[config.mk]
export PLATFORM = sky130hd
export DESIGN_NAME = gbf_ram
export DESIGN_NICKNAME = d
export VERILOG_FILES = /design/src/hdl/graph_bridge_finder_defines.svh /design/src/hdl/gbf_ram.sv
export SDC_FILE = /design/constraint.sdc
export NUM_CORES = 1
export LEC_CHECK = 0
export BUFFER_PORTS_ARGS = -buffer_cell sky130_fd_sc_hd__buf_2
export CAP_MARGIN = 20
export CORE_MARGIN = 4
export CORE_UTILIZATION = 30
export DETAILED_ROUTE_END_ITERATION = 10
export GPL_TIMING_DRIVEN = 0
export HOLD_SLACK_MARGIN = 0.08
export PLACE_DENSITY = 0.56
export RECOVER_POWER = 50
export SLEW_MARGIN = 25
export SYNTH_ARGS = -nofsm -noshare
export SYNTH_HDL_FRONTEND = slang
export SYNTH_SLANG_ARGS = --single-unit
export TNS_END_PERCENT = 20
[constraint.sdc]
create_clock -name clock -period 2.7 [get_ports clock]
set_input_delay 0.675 -clock clock [delete_from_list [all_inputs] [get_ports clock]]
set_output_delay 0.675 -clock clock [all_outputs]
set_load 0.02 [all_outputs]
[src/hdl/graph_bridge_finder_defines.svh]
// ----------------------------------------------------------------------------
// graph_bridge_finder_defines
// Assertion macros for the bridge finder.
// ----------------------------------------------------------------------------
`ifndef GRAPH_BRIDGE_FINDER_DEFINES_SVH
`define GRAPH_BRIDGE_FINDER_DEFINES_SVH
`ifndef NO_ASSERTIONS
`define GBF_ASSERT(lbl, prop, msg) \
   lbl: assert property (@(posedge clock) disable iff (reset) prop) else $error(msg);
`define GBF_ASSERT_ALWAYS(lbl, prop, msg) \
   lbl: assert property (@(posedge clock) prop) else $error(msg);
`else
`define GBF_ASSERT(lbl, prop, msg)
`define GBF_ASSERT_ALWAYS(lbl, prop, msg)
`endif
`endif

[src/hdl/gbf_ram.sv]
// ----------------------------------------------------------------------------
// gbf_ram
// Simple dual-port synchronous RAM with registered read.
// ----------------------------------------------------------------------------
module gbf_ram #(
   parameter int WIDTH = 8,
   parameter int DEPTH = 16,
   parameter int AW    = $clog2(DEPTH)
) (
   input  logic             clock,
   input  logic             we,
   input  logic [AW-1:0]    waddr,
   input  logic [WIDTH-1:0] wdata,
   input  logic [AW-1:0]    raddr,
   output logic [WIDTH-1:0] rdata
);
   logic [WIDTH-1:0] mem [DEPTH];

   always_ff @(posedge clock) begin
      if (we) begin
         mem[waddr] <= wdata;
      end
      rdata <= mem[raddr];
   end
endmodule

==> metrics.md <==
| Metric | Value |
|---|---|
| Post-synthesis to final-layout area growth | `17.0%` |
| Hold Crit Depth | `3` |
| Compound-Gate Fraction of Synth Area | `2.33%` |
| Clock tree buffer depth | `2` |
| Max incr delay on CP | `0.55 ns` |
| CTS tree | `done` |
| First-pass DRT Iterations | `4` |
| Final hold vios | `0` |
| Largest net degree at the start of global routing | `17` |
| Quantity of gates resized following cts | `0` |
| Iter 0 DRT Violations | `221` |
| Vias in the first global route | `2501` |
| Post-synthesis instance total | `229` |
| Final setup viols | `0` |
| Number of synthesized flops with an enable pin | `128` |
| CP startpoint kind | `input pin` |
| Die area | `19300 um2` |
| Status | `finished clean` |
| Worst EP required | `2.98 ns` |
| Adder-cell share of the synthesized area | `0%` |
| Worst r2r src | `mem[1][2]` |
| Fin crit period | `2.01 ns` |
| Worst-path clk slew | `0.05 ns` |
| Max VDD drop | `412 uV` |
| TritonCTS Sinks | `136` |
| PortBufs | `24` |
| Reported max-cap violation count | `0` |
| Die width | `139 um` |
| Worst slew margin | `42.1%` |
| Primary FF master, synth | `edfxtp_1` |
| Total power per unit cell area | `749 nW/um2` |
| Post-synthesis xor/xnor area fraction | `0%` |
| Worst path slowest cell | `clkbuf_1` |
| Yosys top cell by area | `edfxtp_1` |
| Min Hold Slack | `0.678 ns` |
| Crit path cell chain | `buf_2, clkbuf_1, mux4_1, a22oi_1, nand2_1` |
| Vias per std cell | `4.71` |
| Synth Area in Simple Gates | `3.18%` |
| Crit. End Element | `flop` |
| ANT cells | `0` |
| Die Ht | `139 um` |
| Leakage power | `1.93 nW` |
| Overall power | `4.51 mW` |
| Period utilization | `74.6%` |
| Hold Crit Class | `flop to flop` |
| Synth Net Count | `247` |
| Worst Path Arrival | `2.30 ns` |
| Post-route core utilization | `36.1%` |
| Synth Register Bits | `136` |
| Hold Path End | `rdata[6]` |
| Skew-Pair Late Insertion Delay | `0.41 ns` |
| GRT Util Overall | `11.3%` |
| H-tree depth | `4` |
| Hpwl dp | `6850 um` |
| Mean Syn Cell Area | `22.5 um2` |
| Initial Utilization | `30.8%` |
| Global-route wire length before repair | `15600 um` |
| Ys async rst share | `0%` |
| Nets | `290` |
| R2r setup slk | `1.22 ns` |
| Gr ovfl total | `0` |
| Hold wc startpoint | `mem[15][6]` |
| Wire per inst | `20.8 um` |
| Peak Freq | `497 MHz` |
| RePlAce Congestion | `0.684` |
| Synth warn | `0` |
| Slew Viols, Final | `0` |
| Final WL | `10400 um` |
| Slew @ Worst Pin | `0.866 ns` |
| Postcts setup bufs | `0` |
| Hold buffers post-CTS | `0` |
| Commonest cells in the netlist | `128 x edfxtp_1, 18 x mux4_2, 16 x a22oi_1` |
| Sequential fraction of the synthesis area | `77.8%` |
| Synth unique cells | `19` |
| # rows | `47` |
| Top cells by area, synth | `edfxtp_1 75%, mux4_2 7.9%, mux4_1 7.1%` |
| Initial antenna violation count | `0` |
| Reg2Reg Depth | `3` |
| CORE AREA | `16700 um2` |
| Yosys top cell area share | `74.7%` |
| Multiplexer share of the synthesized area | `15.0%` |
| Share of layout cells above drive strength 1 | `21.6%` |
| End of the worst register-to-register path | `rdata[2]` |
| Vias | `2371` |
| Critical Path Fanout Max | `10` |
| Mapped Area | `5150 um2` |
| Antenna viol nets, final | `0` |
| Drt drc | `0` |
| RSZ-0062 raised after global routing | `false` |
| Setup Skew | `0.00655 ns` |
| # IOs | `26` |
| CTS root buffer | `clkbuf_16` |
| CP Class | `input pin to flop` |
| Most common cell in the netlist | `edfxtp_1` |
| Largest family of logic cells by synthesized area | `multiplexers` |
| CTS Buf Count | `17` |
==> cell type report <==
| class | instances | area [um2] |
|---|---|---|
| flip-flops and latches | 136 | 4000 |
| clock inverters | 8 | 33.8 |
| clock buffers | 22 | 444 |
| multi-input cells | 83 | 1080 |
| plain buffers | 10 | 85.1 |
| well taps | 220 | 275 |
| repair buffers | 24 | 101 |
| fillers | 1561 | 10700 |
==> routing by layer <==
metal  wire length (um)  track usage [%]
met1               4520             14.9
met2               5130             17.0
met3                648             4.59
met4                156             4.17
met5                  0                0
==> layout by cell type, fill, tap and decap left out <==
cell type	count
edfxtp_1	128
clkbuf_1	21
mux4_2	18
clkbuf_16	17
a22oi_1	16
mux4_1	14
nor2_1	13
buf_2	11
nand2_1	9
dfxtp_1	8
clkinv_1	5
nor3_2	4
buf_6	3
clkdlybuf4s25_2	3
clkinv_2	3
nand3b_1	2
nand2b_1	2
nor2b_1	1
buf_4	1
and2_1	1
and2b_1	1
nand3_1	1
or3b_2	1
==> cells by family (layout without fill, tap and decap cells) <==
family,count (synthesis),in the layout
flip-flops,136,136
multiplexers,32,32
AO/OA/AOI/OAI,16,16
AND/OR/NAND/NOR,35,35
buffers and inverters,10,64
==> critical path, delay by kind of cell <==
kind / cells / cell delay (ns)
simple gates: 1 / 0.11
buf+inv: 2 / 0.72
compound gates: 1 / 0.34
mux: 1 / 0.45
==> worst max path at each step <==
stage               startpoint   endpoint
finish                raddr[1]   rdata[2]
global route          raddr[1]   rdata[2]
global placement      waddr[2]  mem[0][0]
CTS                   waddr[2]  mem[1][2]
floorplan             waddr[2]  mem[0][0]
detailed placement    waddr[2]  mem[1][6]
==> where the power goes <==
group          internal (mW)  switching [mW]
clock network           1.14           0.760
registers               2.36          0.0110
logic                 0.0887           0.150
==> per-stage QoR <==
stage / area (um2) / setup TNS [ns] / std cells / worst slack, ns
6_report: 6020 / 0 / 503 / 0.686
2_1_floorplan: 5150 / 0 / 229 / 0.532
4_1_cts: 6040 / 0 / 503 / 0.720
3_3_place_gp: 5540 / -0.579 / 473 / -0.0728
3_5_place_dp: 5560 / 0 / 473 / 0.281
5_1_grt: 6020 / 0 / 503 / 0.624
==> state kept, by name, indices dropped and copies added, names as in the netlist <==
signal / count
rdata: 8
mem: 128
Note: power is estimated with default switching activity, not from simulation.
